## config.mk

```make
export PLATFORM = sky130hd
export DESIGN_NAME = substring_replace_stream_flat
export DESIGN_NICKNAME = d
export VERILOG_FILES = /design/src/sv/srs_pkg.sv /design/src/sv/srs_if.sv /design/src/sv/substring_replace_stream.sv /design/src/sv/srs_cell.sv /design/src/sv/srs_out_buf.sv /design/src/flat_wrapper.sv
export VERILOG_INCLUDE_DIRS = /design/src /design/src/sv
export SDC_FILE = /design/constraint.sdc
export NUM_CORES = 1
export LEC_CHECK = 0
export ABC_CLOCK_PERIOD_IN_PS = 11100
export CORE_UTILIZATION = 49
export DETAILED_ROUTE_END_ITERATION = 8
export DONT_BUFFER_PORTS = 1
export PLACE_DENSITY = 0.7
export SLEW_MARGIN = 20
export SYNTH_ARGS = -nofsm -noshare
export SYNTH_HDL_FRONTEND = slang
export SYNTH_SLANG_ARGS = --single-unit
export TNS_END_PERCENT = 5
```

## constraint.sdc

```tcl
create_clock -name i_clk -period 11.1 [get_ports i_clk]
set_input_delay 1.11 -clock i_clk [delete_from_list [all_inputs] [get_ports i_clk]]
set_output_delay 1.11 -clock i_clk [all_outputs]
set_load 0.05 [all_outputs]
```

## src/sv/substring_replace_stream_macros.svh

```systemverilog
// ---------------------------------------------------------------------------
// Assertion macros for substring_replace_stream
// Concurrent checks clocked on i_clk and disabled while i_rst_n is low.
// ---------------------------------------------------------------------------
`ifndef SUBSTRING_REPLACE_STREAM_MACROS_SVH
`define SUBSTRING_REPLACE_STREAM_MACROS_SVH

`ifndef SYNTHESIS

// expression must hold at every edge out of reset
`define SRS_ASSERT(lbl, expr, msg) \
    lbl: assert property (@(posedge i_clk) disable iff (!i_rst_n) (expr)) \
        else $error(msg);

// pre at one edge implies post at the next
`define SRS_ASSERT_NEXT(lbl, pre, post, msg) \
    lbl: assert property (@(posedge i_clk) disable iff (!i_rst_n) (pre) |=> (post)) \
        else $error(msg);

`else

`define SRS_ASSERT(lbl, expr, msg)
`define SRS_ASSERT_NEXT(lbl, pre, post, msg)

`endif

`endif

```

## src/sv/srs_pkg.sv

```systemverilog
// ---------------------------------------------------------------------------
// srs_pkg
// Shared constants, types and helpers of the substring replace stream.
// ---------------------------------------------------------------------------
package srs_pkg;

    localparam int PATTERN_MAX = 16;
    localparam int REPLACE_MAX = 16;

    localparam int BYTE_W      = 8;
    localparam int BYTE_IDX_W  = 4;   // selects one of 16 bytes in a lo/hi pair
    localparam int LEN_W       = 5;
    localparam int COUNT_W     = 16;
    localparam int CFG_IDX_W   = 3;
    localparam int CFG_DATA_W  = 64;

    localparam logic [COUNT_W-1:0] COUNT_MAX = '1;

    typedef enum logic [CFG_IDX_W-1:0] {
        CFG_PATTERN_LOW        = 3'd0,
        CFG_PATTERN_HIGH       = 3'd1,
        CFG_PATTERN_LENGTH     = 3'd2,
        CFG_REPLACEMENT_LOW    = 3'd3,
        CFG_REPLACEMENT_HIGH   = 3'd4,
        CFG_REPLACEMENT_LENGTH = 3'd5,
        CFG_LIMIT_ENABLE       = 3'd6,
        CFG_MAX_REPLACEMENTS   = 3'd7
    } t_cfg_reg;

    typedef struct packed {
        logic [BYTE_W-1:0]  out_byte;
        logic               byte_valid;
        logic               out_last;
        logic [COUNT_W-1:0] replacements_made;
    } t_result;

    typedef struct packed {
        logic load;    // take the incoming byte
        logic shift;   // take the right neighbour's byte
    } t_cell_ctrl;

    function automatic logic [BYTE_W-1:0] byte_at(
        input logic [CFG_DATA_W-1:0] lo,
        input logic [CFG_DATA_W-1:0] hi,
        input logic [BYTE_IDX_W-1:0] idx
    );
        logic [CFG_DATA_W-1:0] word;
        word = idx[BYTE_IDX_W-1] ? hi : lo;
        return word[{idx[BYTE_IDX_W-2:0], 3'b000} +: BYTE_W];
    endfunction

endpackage

```

## src/sv/srs_if.sv

```systemverilog
// ---------------------------------------------------------------------------
// srs_in_if / srs_out_if
// Valid/ready channels carrying input bytes and result beats.
// ---------------------------------------------------------------------------
interface srs_in_if;
    logic                       valid;
    logic                       ready;
    logic [srs_pkg::BYTE_W-1:0] in_byte;
    logic                       in_last;

    modport source (output valid, output in_byte, output in_last, input ready);
    modport sink   (input valid, input in_byte, input in_last, output ready);
endinterface

interface srs_out_if;
    logic                        valid;
    logic                        ready;
    logic [srs_pkg::BYTE_W-1:0]  out_byte;
    logic                        byte_valid;
    logic                        out_last;
    logic [srs_pkg::COUNT_W-1:0] replacements_made;

    modport source (output valid, output out_byte, output byte_valid, output out_last,
                    output replacements_made, input ready);
    modport sink   (input valid, input out_byte, input byte_valid, input out_last,
                    input replacements_made, output ready);
endinterface

```

## src/sv/substring_replace_stream.sv

```systemverilog
// ---------------------------------------------------------------------------
// substring_replace_stream
// Streaming leftmost, non-overlapping substring replacement over a window
// held in a row of byte cells.
// ---------------------------------------------------------------------------
// A string enters one byte per beat on i_in, in_last on its final byte, and
// the rewritten string leaves on o_out one byte per beat; the final beat has
// out_last set and the replacement count, and is a lone marker with byte_valid
// low when the final byte leaves nothing to send. A byte with at most one result
// does not hold the input, so ordinary text streams at one byte per cycle until
// back-pressure on o_out fills the output buffer and stalls the input. A byte
// with k results (a replacement of k bytes, or the window flush on the final
// byte) holds the input until its last result is emitted, since results leave
// the window head or the replacement register one per cycle into the two-entry
// output buffer. The pattern compare is done by all cells at once in the cycle
// after a byte is taken. Configuration must be written only while no string is
// in flight (not enforced by the block); no clearing pass is needed after reset.
// ---------------------------------------------------------------------------
`include "substring_replace_stream_macros.svh"

module substring_replace_stream #(
    parameter int PATTERN_MAX = srs_pkg::PATTERN_MAX,
    parameter int REPLACE_MAX = srs_pkg::REPLACE_MAX
) (
    input  logic                           i_clk,
    input  logic                           i_rst_n,
    input  logic                           i_cfg_wr_en,
    input  logic [srs_pkg::CFG_IDX_W-1:0]  i_cfg_index,
    input  logic [srs_pkg::CFG_DATA_W-1:0] i_cfg_data,
    srs_in_if.sink                         i_in,
    srs_out_if.source                      o_out
);

    localparam int FILL_W = $clog2(PATTERN_MAX + 1);
    localparam int REP_W  = $clog2(REPLACE_MAX + 1);
    localparam int JOB_W  = ((FILL_W > REP_W) ? FILL_W : REP_W) + 1;

    // configuration
    logic [srs_pkg::CFG_DATA_W-1:0] r_pat_lo;
    logic [srs_pkg::CFG_DATA_W-1:0] r_pat_hi;
    logic [srs_pkg::LEN_W-1:0]      r_pat_len;
    logic [srs_pkg::CFG_DATA_W-1:0] r_rep_lo;
    logic [srs_pkg::CFG_DATA_W-1:0] r_rep_hi;
    logic [srs_pkg::LEN_W-1:0]      r_rep_len;
    logic                           r_lim_en;
    logic [srs_pkg::COUNT_W-1:0]    r_max_rep;

    // engine state
    logic [FILL_W-1:0]              r_fill;
    logic                           r_dec;        // newest byte awaits its compare
    logic                           r_item_last;
    logic [REP_W-1:0]               r_rep_left;
    logic [srs_pkg::BYTE_IDX_W-1:0] r_rep_idx;
    logic [FILL_W-1:0]              r_pop_left;
    logic                           r_marker;
    logic                           r_job_last;
    logic [srs_pkg::COUNT_W-1:0]    r_count;

    logic [FILL_W-1:0]              n_fill;
    logic [REP_W-1:0]               n_rep_left;
    logic [srs_pkg::BYTE_IDX_W-1:0] n_rep_idx;
    logic [FILL_W-1:0]              n_pop_left;
    logic                           n_marker;
    logic [srs_pkg::COUNT_W-1:0]    n_count;

    logic [FILL_W-1:0]              s_plen;
    logic [REP_W-1:0]               s_rlen;
    logic [srs_pkg::BYTE_W-1:0]     s_bytes [PATTERN_MAX];
    logic [PATTERN_MAX-1:0]         s_match;
    srs_pkg::t_cell_ctrl            s_ctrl  [PATTERN_MAX];

    logic                           s_full;
    logic                           s_over;
    logic                           s_allowed;
    logic                           s_hit;
    logic [FILL_W-1:0]              d_pop;
    logic [REP_W-1:0]               d_rep;
    logic                           d_marker;

    logic [REP_W-1:0]               e_rep;
    logic [srs_pkg::BYTE_IDX_W-1:0] e_idx;
    logic [FILL_W-1:0]              e_pop;
    logic                           e_marker;
    logic                           e_last;
    logic [srs_pkg::COUNT_W-1:0]    e_count;
    logic [FILL_W-1:0]              e_fill;
    logic [JOB_W-1:0]               e_cnt;

    logic                           s_rep_case;
    logic                           s_pop_case;
    logic                           s_emit;
    logic                           s_shift;
    logic                           s_accept;
    logic [FILL_W-1:0]              s_wr_idx;
    srs_pkg::t_result               s_res;

    logic                           s_buf_full;
    logic                           s_buf_valid;
    srs_pkg::t_result               s_buf_data;

    // -----------------------------------------------------------------------
    // configuration port
    // -----------------------------------------------------------------------
    always_ff @(posedge i_clk) begin
        if (!i_rst_n) begin
            r_pat_lo  <= '0;
            r_pat_hi  <= '0;
            r_pat_len <= srs_pkg::LEN_W'(1);
            r_rep_lo  <= '0;
            r_rep_hi  <= '0;
            r_rep_len <= '0;
            r_lim_en  <= 1'b0;
            r_max_rep <= '0;
        end else if (i_cfg_wr_en) begin
            unique case (srs_pkg::t_cfg_reg'(i_cfg_index))
                srs_pkg::CFG_PATTERN_LOW:        r_pat_lo  <= i_cfg_data;
                srs_pkg::CFG_PATTERN_HIGH:       r_pat_hi  <= i_cfg_data;
                srs_pkg::CFG_PATTERN_LENGTH:     r_pat_len <= i_cfg_data[srs_pkg::LEN_W-1:0];
                srs_pkg::CFG_REPLACEMENT_LOW:    r_rep_lo  <= i_cfg_data;
                srs_pkg::CFG_REPLACEMENT_HIGH:   r_rep_hi  <= i_cfg_data;
                srs_pkg::CFG_REPLACEMENT_LENGTH: r_rep_len <= i_cfg_data[srs_pkg::LEN_W-1:0];
                srs_pkg::CFG_LIMIT_ENABLE:       r_lim_en  <= i_cfg_data[0];
                srs_pkg::CFG_MAX_REPLACEMENTS:   r_max_rep <= i_cfg_data[srs_pkg::COUNT_W-1:0];
            endcase
        end
    end

    // zero pattern length acts as one; pattern length saturates at the window size, replacement length at REPLACE_MAX
    always_comb begin
        if (r_pat_len == '0) begin
            s_plen = FILL_W'(1);
        end else if (r_pat_len > srs_pkg::LEN_W'(PATTERN_MAX)) begin
            s_plen = FILL_W'(PATTERN_MAX);
        end else begin
            s_plen = FILL_W'(r_pat_len);
        end
        if (r_rep_len > srs_pkg::LEN_W'(REPLACE_MAX)) begin
            s_rlen = REP_W'(REPLACE_MAX);
        end else begin
            s_rlen = REP_W'(r_rep_len);
        end
    end

    // -----------------------------------------------------------------------
    // window cells, head (oldest byte) at cell 0
    // -----------------------------------------------------------------------
    for (genvar g = 0; g < PATTERN_MAX; g++) begin : g_cell
        logic [srs_pkg::BYTE_W-1:0] w_next;

        if (g == PATTERN_MAX - 1) begin : g_tail
            assign w_next = '0;
        end else begin : g_body
            assign w_next = s_bytes[g+1];
        end

        assign s_ctrl[g].load  = s_accept && (s_wr_idx == FILL_W'(g));
        assign s_ctrl[g].shift = s_shift;

        srs_cell u_cell (
            .i_clk       (i_clk),
            .i_ctrl      (s_ctrl[g]),
            .i_load_byte (i_in.in_byte),
            .i_next_byte (w_next),
            .i_pat_byte  (srs_pkg::byte_at(r_pat_lo, r_pat_hi,
                                           srs_pkg::BYTE_IDX_W'(g))),
            .i_care      (FILL_W'(g) < s_plen),
            .o_byte      (s_bytes[g]),
            .o_match     (s_match[g])
        );
    end

    // -----------------------------------------------------------------------
    // decision on the newest byte, turned into a job of pops or replacement
    // -----------------------------------------------------------------------
    always_comb begin
        s_full    = (r_fill == s_plen);
        s_over    = (r_fill > s_plen);
        s_allowed = !r_lim_en || (r_count < r_max_rep);
        s_hit     = r_dec && s_full && s_allowed && (&s_match);

        if (s_hit) begin
            d_pop = '0;
        end else if (r_item_last) begin
            d_pop = r_fill;
        end else if (s_over) begin
            // pattern shrank: drain to one short of it, no compare
            d_pop = r_fill - s_plen + FILL_W'(1);
        end else if (s_full) begin
            d_pop = FILL_W'(1);
        end else begin
            d_pop = '0;
        end
        d_rep    = s_hit ? s_rlen : '0;
        d_marker = r_item_last && (d_pop == '0) && (d_rep == '0);

        if (r_dec) begin
            e_rep    = d_rep;
            e_idx    = '0;
            e_pop    = d_pop;
            e_marker = d_marker;
            e_last   = r_item_last;
        end else begin
            e_rep    = r_rep_left;
            e_idx    = r_rep_idx;
            e_pop    = r_pop_left;
            e_marker = r_marker;
            e_last   = r_job_last;
        end

        if (s_hit && (r_count != srs_pkg::COUNT_MAX)) begin
            e_count = r_count + srs_pkg::COUNT_W'(1);
        end else begin
            e_count = r_count;
        end
        e_fill = s_hit ? '0 : r_fill;
        e_cnt  = JOB_W'(e_rep) + JOB_W'(e_pop) + JOB_W'(e_marker);
    end

    // -----------------------------------------------------------------------
    // one result beat per cycle while the output buffer is not full
    // -----------------------------------------------------------------------
    always_comb begin
        s_rep_case = (e_rep != '0);
        s_pop_case = !s_rep_case && (e_pop != '0);
        s_emit     = !s_buf_full && (s_rep_case || s_pop_case || e_marker);
        s_shift    = s_emit && s_pop_case;

        if (s_rep_case) begin
            s_res.out_byte = srs_pkg::byte_at(r_rep_lo, r_rep_hi, e_idx);
        end else if (s_pop_case) begin
            s_res.out_byte = s_bytes[0];
        end else begin
            s_res.out_byte = '0;
        end
        s_res.byte_valid = s_rep_case || s_pop_case;
        s_res.out_last   = e_last && ((s_rep_case && (e_rep == REP_W'(1)))
                                   || (s_pop_case && (e_pop == FILL_W'(1)))
                                   || (!s_rep_case && !s_pop_case && e_marker));
        s_res.replacements_made = s_res.out_last ? e_count : '0;

        // the next byte may enter once this cycle leaves nothing outstanding
        i_in.ready = (e_cnt == '0) || ((e_cnt == JOB_W'(1)) && s_emit);
        s_accept   = i_in.valid && i_in.ready;
        s_wr_idx   = e_fill - FILL_W'(s_shift);

        n_fill     = s_wr_idx + FILL_W'(s_accept);
        n_rep_left = e_rep - REP_W'(s_emit && s_rep_case);
        n_rep_idx  = e_idx + srs_pkg::BYTE_IDX_W'(s_emit && s_rep_case);
        n_pop_left = e_pop - FILL_W'(s_shift);
        n_marker   = e_marker && !s_emit;
        n_count    = (s_emit && s_res.out_last) ? '0 : e_count;
    end

    always_ff @(posedge i_clk) begin
        if (!i_rst_n) begin
            r_fill      <= '0;
            r_dec       <= 1'b0;
            r_item_last <= 1'b0;
            r_rep_left  <= '0;
            r_rep_idx   <= '0;
            r_pop_left  <= '0;
            r_marker    <= 1'b0;
            r_job_last  <= 1'b0;
            r_count     <= '0;
        end else begin
            r_fill     <= n_fill;
            r_dec      <= s_accept;
            r_rep_left <= n_rep_left;
            r_rep_idx  <= n_rep_idx;
            r_pop_left <= n_pop_left;
            r_marker   <= n_marker;
            r_job_last <= e_last;
            r_count    <= n_count;
            if (s_accept) begin
                r_item_last <= i_in.in_last;
            end
        end
    end

    // -----------------------------------------------------------------------
    // output buffer
    // -----------------------------------------------------------------------
    srs_out_buf u_out_buf (
        .i_clk   (i_clk),
        .i_rst_n (i_rst_n),
        .i_push  (s_emit),
        .i_data  (s_res),
        .o_full  (s_buf_full),
        .o_valid (s_buf_valid),
        .i_ready (o_out.ready),
        .o_data  (s_buf_data)
    );

    assign o_out.valid             = s_buf_valid;
    assign o_out.out_byte          = s_buf_data.out_byte;
    assign o_out.byte_valid        = s_buf_data.byte_valid;
    assign o_out.out_last          = s_buf_data.out_last;
    assign o_out.replacements_made = s_buf_data.replacements_made;

    `SRS_ASSERT(a_fill_range, r_fill <= FILL_W'(PATTERN_MAX), "window fill beyond window size")
    `SRS_ASSERT(a_job_exclusive, (r_rep_left == '0) || (r_pop_left == '0), "replacement and pops both pending")
    `SRS_ASSERT_NEXT(a_accept_decides, s_accept, r_dec && (r_rep_left == '0) && (r_pop_left == '0), "taken byte not up for compare")
    `SRS_ASSERT(a_count_on_last, !s_emit || s_res.out_last || (s_res.replacements_made == '0), "count on a non-final beat")

endmodule

```

## src/sv/srs_cell.sv

```systemverilog
// ---------------------------------------------------------------------------
// srs_cell
// One window position: holds a byte, shifts towards the head, compares it
// against its pattern byte.
// ---------------------------------------------------------------------------
module srs_cell (
    input  logic                       i_clk,
    input  srs_pkg::t_cell_ctrl        i_ctrl,
    input  logic [srs_pkg::BYTE_W-1:0] i_load_byte,
    input  logic [srs_pkg::BYTE_W-1:0] i_next_byte,
    input  logic [srs_pkg::BYTE_W-1:0] i_pat_byte,
    input  logic                       i_care,
    output logic [srs_pkg::BYTE_W-1:0] o_byte,
    output logic                       o_match
);

    logic [srs_pkg::BYTE_W-1:0] r_byte;

    // a load wins over the shift: the new byte lands behind the shifted ones
    always_ff @(posedge i_clk) begin
        if (i_ctrl.load) begin
            r_byte <= i_load_byte;
        end else if (i_ctrl.shift) begin
            r_byte <= i_next_byte;
        end
    end

    assign o_byte  = r_byte;
    assign o_match = !i_care || (r_byte == i_pat_byte);

endmodule

```

## src/sv/srs_out_buf.sv

```systemverilog
// ---------------------------------------------------------------------------
// srs_out_buf
// Two-entry result buffer; full flag comes from registers only so the
// engine never sees the downstream ready combinationally.
// ---------------------------------------------------------------------------
`include "substring_replace_stream_macros.svh"

module srs_out_buf (
    input  logic             i_clk,
    input  logic             i_rst_n,
    input  logic             i_push,
    input  srs_pkg::t_result i_data,
    output logic             o_full,
    output logic             o_valid,
    input  logic             i_ready,
    output srs_pkg::t_result o_data
);

    srs_pkg::t_result r_mem [2];
    logic             r_wr_ptr;
    logic             r_rd_ptr;
    logic [1:0]       r_cnt;
    logic             s_pop;

    assign o_valid = (r_cnt != 2'd0);
    assign o_full  = (r_cnt == 2'd2);
    assign o_data  = r_mem[r_rd_ptr];
    assign s_pop   = o_valid && i_ready;

    always_ff @(posedge i_clk) begin
        if (i_push) begin
            r_mem[r_wr_ptr] <= i_data;
        end
    end

    always_ff @(posedge i_clk) begin
        if (!i_rst_n) begin
            r_wr_ptr <= 1'b0;
            r_rd_ptr <= 1'b0;
            r_cnt    <= 2'd0;
        end else begin
            if (i_push) begin
                r_wr_ptr <= !r_wr_ptr;
            end
            if (s_pop) begin
                r_rd_ptr <= !r_rd_ptr;
            end
            r_cnt <= r_cnt + 2'(i_push) - 2'(s_pop);
        end
    end

    `SRS_ASSERT(a_cnt_range, r_cnt != 2'd3, "result buffer count out of range")
    `SRS_ASSERT(a_no_overflow, !(i_push && o_full), "beat pushed into full result buffer")
    `SRS_ASSERT_NEXT(a_push_shows, i_push && (r_cnt == 2'd0), o_valid, "pushed beat not shown")

endmodule

```

## src/flat_wrapper.sv

```systemverilog
// flat-port wrapper written by rule: the top's interface ports become plain ports
module substring_replace_stream_flat 
#(
    parameter int PATTERN_MAX = srs_pkg::PATTERN_MAX,
    parameter int REPLACE_MAX = srs_pkg::REPLACE_MAX
)
  (i_clk, i_rst_n, i_cfg_wr_en, i_cfg_index, i_cfg_data, i_in_valid, i_in_in_byte, i_in_in_last, i_in_ready, o_out_valid, o_out_out_byte, o_out_byte_valid, o_out_out_last, o_out_replacements_made, o_out_ready);
  srs_in_if i_in_i ();
  srs_out_if o_out_i ();
  input  logic i_clk;
  input  logic i_rst_n;
  input  logic i_cfg_wr_en;
  input  logic [srs_pkg::CFG_IDX_W-1:0] i_cfg_index;
  input  logic [srs_pkg::CFG_DATA_W-1:0] i_cfg_data;
  input wire logic [$bits(i_in_i.valid)-1:0] i_in_valid;
  input wire logic [$bits(i_in_i.in_byte)-1:0] i_in_in_byte;
  input wire logic [$bits(i_in_i.in_last)-1:0] i_in_in_last;
  output wire logic [$bits(i_in_i.ready)-1:0] i_in_ready;
  output wire logic [$bits(o_out_i.valid)-1:0] o_out_valid;
  output wire logic [$bits(o_out_i.out_byte)-1:0] o_out_out_byte;
  output wire logic [$bits(o_out_i.byte_valid)-1:0] o_out_byte_valid;
  output wire logic [$bits(o_out_i.out_last)-1:0] o_out_out_last;
  output wire logic [$bits(o_out_i.replacements_made)-1:0] o_out_replacements_made;
  input wire logic [$bits(o_out_i.ready)-1:0] o_out_ready;
  assign i_in_i.valid = i_in_valid;
  assign i_in_i.in_byte = i_in_in_byte;
  assign i_in_i.in_last = i_in_in_last;
  assign i_in_ready = i_in_i.ready;
  assign o_out_valid = o_out_i.valid;
  assign o_out_out_byte = o_out_i.out_byte;
  assign o_out_byte_valid = o_out_i.byte_valid;
  assign o_out_out_last = o_out_i.out_last;
  assign o_out_replacements_made = o_out_i.replacements_made;
  assign o_out_i.ready = o_out_ready;
  substring_replace_stream #(.PATTERN_MAX(PATTERN_MAX), .REPLACE_MAX(REPLACE_MAX)) u_core (.i_clk(i_clk), .i_rst_n(i_rst_n), .i_cfg_wr_en(i_cfg_wr_en), .i_cfg_index(i_cfg_index), .i_cfg_data(i_cfg_data), .i_in(i_in_i), .o_out(o_out_i));
endmodule
```

## Word-level counts from Yosys, hierarchy flattened

Memory sizes are Yosys's and may differ from the RTL's. A register that Yosys moved wholly into a read port is not among the register bits.
Index checks and enable logic that the tools add are counted.

| word-level totals | value |
|---|---|
| memories kept | 1 |
| bits in latches | 0 |
| register bits | 454 |
| ROM bits | 0 |
| RAM bits | 52 |
| logic and storage cells | 286 |

| operators by class | value |
|---|---|
| equality and inequality tests | 44 |
| muxes and demuxes | 55 |
| reductions and logical operators | 116 |
| multipliers | 0 |
| divide/modulo/power cells | 0 |
| shifts and indexed selects | 1 |
| bitwise logic cells | 1 |
| order comparisons | 20 |
| add/subtract/negate cells | 12 |

Memory list:

| name | depth | bits a word | rd ports | clocked after Yosys merged registers in | write ports | RTL line | RTL |
|---|---|---|---|---|---|---|---|
| u_core.u_out_buf.r_mem | 2 | 26 | 1 | 1 | 1 | srs_out_buf.sv:19 | `srs_pkg::t_result r_mem [2];` |

Operators with widths:

| operator | count |
|---|---|
| 8-bit two-way mux | 34 |
| 8-bit == test | 16 |
| 64-bit two-way mux | 1 |
| 64-bit by 7-bit variable part select with 8-bit output | 1 |
| 5-bit two-way mux | 10 |
| 5-bit by 4-bit == test with 1-bit output (second input constant) | 8 |
| 4-bit by 5-bit less-than comparator with 1-bit output (first input constant) | 8 |
| 1-bit logical AND | 36 |
| 2-bit nonzero test | 17 |
| 16-bit two-way mux | 2 |
| 1-bit logical NOT | 23 |
| 1-bit logical OR | 22 |
| 5-bit by 3-bit == test with 1-bit output (second input constant) | 4 |
| 5-bit logical NOT | 4 |
| 3-bit by 5-bit less-than comparator with 1-bit output (first input constant) | 4 |
| 16-bit by 1-bit adder with 16-bit output (second input constant) | 1 |
| 16-bit less-than comparator | 1 |
| 16-bit inequality test (second input constant) | 1 |
| 16-bit AND reduction | 1 |
| 2-bit AND reduction | 8 |
| 5-bit by 1-bit == test with 1-bit output (second input constant) | 3 |
| 5-bit by 1-bit subtractor with 5-bit output | 3 |
| 3-bit == test (second input constant) | 4 |
| 5-bit by 2-bit == test with 1-bit output (second input constant) | 2 |
| other kinds (24) | 35 |

## Logic depth before layout (Yosys ltp)

| logic depth | value |
|---|---|
| depth in word-level cells | 21 |
| depth in mapped cells | 29 |
| depth with buffers taken out | 26 |

## Modules after synthesis

Synthesis repeated with hierarchy kept, for this count alone.

| second synthesis, totals | value |
|---|---|
| cells, all modules | 2457 |
| area total of the unflattened synthesis | 24264.5 um^2 |

Modules (own cells, without submodules):

| module | cells each | area an instance (um^2) | sequential area each (um^2) | instances |
|---|---|---|---|---|
| substring_replace_stream | 1889 | 14592.7 | 6446.2 | 1 |
| srs_cell | 29 | 465.4 | 240.2 | 16 |
| srs_out_buf | 104 | 2224.6 | 1661.6 | 1 |

## Least setup slack after synthesis

Ideal clock, no wire load.

| timing path | value |
|---|---|
| path kind | flip-flop to output port |
| from | register u_core.r_pat_len[1] (netlist name) |
| to | output i_in_ready |
| required time | 9990 ps |
| slack | 4284 ps |
| arrival time | 5706 ps |
| path buffers | 3 |
| cell stages (with the launch flop) | 22 |
| path through | dfxtp_1 > buf_2 > or4_1 > nor2_1 > a21o_1 > ha_1 > and3_1 > nand3_1 > nor4_1 > nand3_1 > or3b_1 > or3_1 > buf_6 > buf_2 > nand3_1 > a21boi_0 > fa_1 > inv_1 > fa_1 > nor4_1 > and3_1 > a21boi_0 |

| between the ends | value |
|---|---|
| word-level cells in the longest chain between the ends | 18 |
| elaborated cells between the ends (all ways) | 85 |
| classes of those cells | add/sub: 4; order compare: 18; eq/ne: 2; mux: 10; reduce/logical: 51 |

RTL lines:

| item | RTL line | RTL |
|---|---|---|
| from (decl) | substring_replace_stream.sv:41 | `logic [srs_pkg::LEN_W-1:0] r_pat_len;` |
| from (signal assigned) | substring_replace_stream.sv:108 | `r_pat_len <= srs_pkg::LEN_W'(1);` |
| from (signal assigned) | substring_replace_stream.sv:118 | `srs_pkg::CFG_PATTERN_LENGTH: r_pat_len <= i_cfg_data[srs_pkg::LEN_W-1:0];` |
| 5-bit greater-than comparator | substring_replace_stream.sv:132 | `end else if (r_pat_len > srs_pkg::LEN_W'(PATTERN_MAX)) begin` |
| 5-bit two-way mux | substring_replace_stream.sv:132 |  |
| 5-bit two-way mux * | substring_replace_stream.sv:130 | `if (r_pat_len == '0) begin` |
| parallel branches: the longest is 14 deep, another holds 5-bit by 5-bit adder with 6-bit output | n/a |  |
| 1-bit logical OR * | substring_replace_stream.sv:242 | `i_in.ready = (e_cnt == '0) \|\| ((e_cnt == JOB_W'(1)) && s_emit);` |
| to (decl) | flat_wrapper.sv:18 | `output wire logic [$bits(i_in_i.ready)-1:0] i_in_ready;` |

Every way passes the cells marked *.

## Worst setup path after layout

| timing path | value |
|---|---|
| from | register u_core.r_pat_len[2] (netlist name) |
| to | register u_core.g_cell[8].u_cell.r_byte, in the netlist u_core.g_cell[8].u_cell.o_byte[3] (enable) |

| between the ends | value |
|---|---|
| word-level cells in the longest chain between the ends | 21 |
| elaborated cells between the ends (all ways) | 92 |
| classes of those cells | add/sub: 5; order compare: 18; eq/ne: 3; mux: 11; reduce/logical: 55 |

RTL lines:

| item | RTL line | RTL |
|---|---|---|
| 5-bit greater-than comparator | substring_replace_stream.sv:132 |  |
| 5-bit two-way mux | substring_replace_stream.sv:132 |  |
| 5-bit two-way mux * | substring_replace_stream.sv:130 |  |
| parallel branches: the longest is 17 deep, another holds 5-bit by 5-bit adder with 6-bit output | n/a |  |
| 2-bit nonzero test (no line) * | n/a |  |
| to (signal assigned) | srs_cell.sv:22 | `r_byte <= i_load_byte;` |
| to (signal assigned) | srs_cell.sv:24 | `r_byte <= i_next_byte;` |
| to (decl) | srs_cell.sv:17 | `logic [srs_pkg::BYTE_W-1:0] r_byte;` |

Marks and branches as above.
A chain may end at the register's enable or synchronous reset.

==> impl_metrics.yaml <==
global_routing:
  grt_max_degree: 105
  grt_pass1_vias: 17500
  grt_pass1_wl_um: 105000
  grt_usage_pct: 27.9
  grt_remaining_overflow: 0
  antenna_found_initial: 1
die:
  coreArea_sq_um: 47900
  die_area_sq_um: 49600
  rows: 80
  start_util_pct: 49.8
  die_height_um: 223
  die_w_um: 223
  design.portCount: 109
synth:
  async_flop_share_pct: 0
  ys_warn_count: 0
  ys_types: 84
  synth.avg_cell_area_sq_um: 9.63
  synthFlopType: "dfxtp_1"
  ys_seq_elements: 507
  syn-num-nets: 2608
  synth-edff-count: 180
  ys_seq_area_share_pct: 50.0
  synthesis.area_sq_um: 23900
  synthCells: 2481
worst_setup_path:
  crit_start: "u_core.r_pat_len[2]$_SDFFE_PN0P_"
  critical_path_required_ns: 11.39
  startpoint_type: "flip-flop"
  regToRegEndpoint: "u_core.g_cell[8].u_cell.o_byte[3]$_DFFE_PP_"
  worst-path-max-fanout: 20
  worst-r2r-cell-count: 25
  crit_path_end_kind: "flip-flop"
  worstReg2RegStart: "u_core.r_pat_len[2]$_SDFFE_PN0P_"
  critPathKind: "flip-flop to flip-flop"
  arrival_ns: 7.91
  r2r_slack_ns: 3.49
sta:
  post-route-period-util_pct: 68.6
  min_period_ns: 7.61
  worstMarginPinSlew_ns: 1.21
  final_hold_viol_count: 0
  max_freq_ghz: 0.131
  fin_worst_skew_ns: 0.0261
  fin_setup_tns_ns: 0
  rsz0062_at_grt: "false"
  maxSlewHeadroom_pct: 19.2
  setup_violations: 0
  maxSlewViolCount: 0
final_layout:
  drive_gt1_share_pct: 13.6
  syn2layout_area_growth_pct: 9.31
  final_cell_mix: "nand2_1 (620), dfxtp_1 (326), a21oi_1 (319)"
  design_area_sq_um: 26100
  n_antenna_cell: 0
  fin_nets: 2540
  layout_commonest_cell: "nand2_1"
clock_tree:
  worstSkewPairLatency_ns: 0.63
  cts_buffers: 50
  cts.clk_slew.worst_paths_ns: 0.06
  cts_tree: "yes"
  hold_buffers: 0
  clock-root-buffer: "clkbuf_16"
  post-cts-setup-buffers: 0
  cts-htree-levels: 2
  cts_resized: 0
  cts_sinks: 507
  cts_buffer_depth: 3
worst_hold_path:
  holdPathStages: 2
  whs_endpoint: "u_core.r_rep_hi[47]$_SDFFE_PN0P_"
  worstHoldStart: "u_core.r_rep_hi[47]$_SDFFE_PN0P_"
  holdCritPathClass: "flip-flop to flip-flop"
place:
  port_buffers: 0
  placed_area_sq_um: 24300
  gp_congestion: 0.997
  dpl.hpwl_um: 49800
power:
  p_leak_nw: 9.03
  worst_ir_drop_vdd_mv: 0.141
  powerDensity_nw_per_um2: 268
routing:
  drc: 0
  wire_per_inst_um: 22.9
  avgViaCountPerCell: 5.99
  first_pass_iters: 5
  wirelength_um: 70400
  drtIter0Drc: 2022
  antenna_left: 0
  vias: 18400
flow_run:
  cap_violations: 0
outcome:
  status: "finished, final reports clean"
routing by layer:
| layer | GRT usage [%] | routed length [um] | up-vias |
|---|---|---|---|
| met3 | 6.02 | 6190 | 124 |
| met5 | 0 | 0 | - |
| met2 | 45.8 | 33300 | 819 |
| li1 | - | - | 8468 |
| met4 | 10.1 | 2390 | 0 |
| met1 | 36.3 | 28500 | 8969 |
kinds of logic after synthesis:
family,after synthesis,share of synthesized area (%)
AOI/OAI and AO/OA,475,12.0
buffers and inverters,193,3.17
DFF,507,50.0
adders and majority gates,46,2.54
and+or+nand+nor,894,16.4
muxes,211,10.2
xor gates and xnor gates,155,5.68
cell usage after synthesis, drive strengths merged, types with 19 or more instances:
master / count / area share [%]
nand2: 623 / 9.8
dfxtp: 327 / 27
a21oi: 320 / 6.8
edfxtp: 180 / 23
mux2: 180 / 8.9
clkbuf: 123 / 1.9
xnor2: 98 / 3.6
nor2: 88 / 1.4
o21ai: 64 / 1.6
xor2: 57 / 2.1
inv: 48 / 0.75
ha: 42 / 2.2
nand4: 35 / 0.94
mux2i: 31 / 1.3
nand3: 27 / 0.74
nor3: 22 / 0.48
buf: 21 / 0.47
nor4: 19 / 0.56
power by group:
| part | switching [W] | internal (W) |
|---|---|---|
| sequential | 0.000318 | 0.00255 |
| combinational | 0.00149 | 0.000781 |
| clock | 0.000771 | 0.00108 |
critical path: stages (launching register included):
cell and delay (ns):
dfxtp_1 0.45, or4_1 0.60, nor2_1 0.11, a21o_1 0.12, ha_1 0.14, and3_1 0.18
nand3_1 0.12, nor4_1 0.35, nand3_1 0.11, or3b_1 0.43, or3_1 0.36, buf_4 0.24
nand3_1 0.14, a21oi_1 0.13, nand2_1 0.16, buf_4 0.30, inv_1 0.14, ha_1 0.32
ha_1 0.44, inv_1 0.19, nor3_1 0.07, a21oi_1 0.14, mux2_4 0.20, nor4b_2 0.96
nand3_2 0.44, nand2_1 0.41
metrics by stage:
step,hold WS (ns),setup WS [ns],total power [W],utilization (%),instances
2_1_floorplan,0.433,4.28,0.00450,-,2481
3_3_place_gp,0.438,3.86,0.00507,50.7,2976
3_5_place_dp,0.443,3.69,0.00513,50.7,2976
4_1_cts,0.453,3.63,0.00697,54.5,3070
5_1_grt,0.469,3.15,0.00725,54.5,3070
6_report,0.452,3.49,0.00699,54.5,3070
layout make-up:
| type | instances | area (sq um) |
|---|---|---|
| fillers | 4165 | 21800 |
| flip-flops and latches | 507 | 12000 |
| multi-input cells | 1781 | 11200 |
| clock buffers | 57 | 1330 |
| well taps | 615 | 769 |
| clock inverters | 37 | 470 |
| inverters | 49 | 191 |
| repair buffers | 24 | 180 |
worst max-delay path by stage:
stage	to	cells after the start	slack, ns
6_report	u_core.g_cell[8].u_cell.o_byte[3]$_DFFE_PP_	25	3.49
5_1_grt	u_core.g_cell[8].u_cell.o_byte[3]$_DFFE_PP_	25	3.15
4_1_cts	u_core.g_cell[8].u_cell.o_byte[3]$_DFFE_PP_	23	3.63
3_5_place_dp	u_core.g_cell[8].u_cell.o_byte[4]$_DFFE_PP_	23	3.69
3_3_place_gp	u_core.g_cell[8].u_cell.o_byte[3]$_DFFE_PP_	25	3.86
2_1_floorplan	i_in_ready	21	4.28
registers in the layout, indices dropped and copies added (netlist names), named ones only:
| register | count |
|---|---|
| u_core.r_pop_left | 5 |
| u_core.r_job_last | 1 |
| u_core.u_out_buf.r_mem | 52 |
| u_core.r_rep_lo | 64 |
| u_core.r_marker | 1 |
| u_core.r_lim_en | 1 |
| u_core.r_fill | 5 |
| u_core.r_item_last | 1 |
| u_core.r_max_rep | 16 |
| u_core.g_cell.u_cell.o_byte | 128 |
| u_core.r_rep_len | 5 |
| u_core.r_dec | 1 |
| u_core.u_out_buf.r_wr_ptr | 1 |
| u_core.u_out_buf.r_cnt | 2 |
| u_core.r_pat_hi | 64 |
| u_core.r_pat_lo | 64 |
| u_core.u_out_buf.r_rd_ptr | 1 |
| u_core.r_pat_len | 5 |
| u_core.r_rep_idx | 4 |
| u_core.r_count | 16 |
| u_core.r_rep_hi | 64 |
| u_core.r_rep_left | 5 |
No activity file was read; power rests on OpenSTA's default activity.
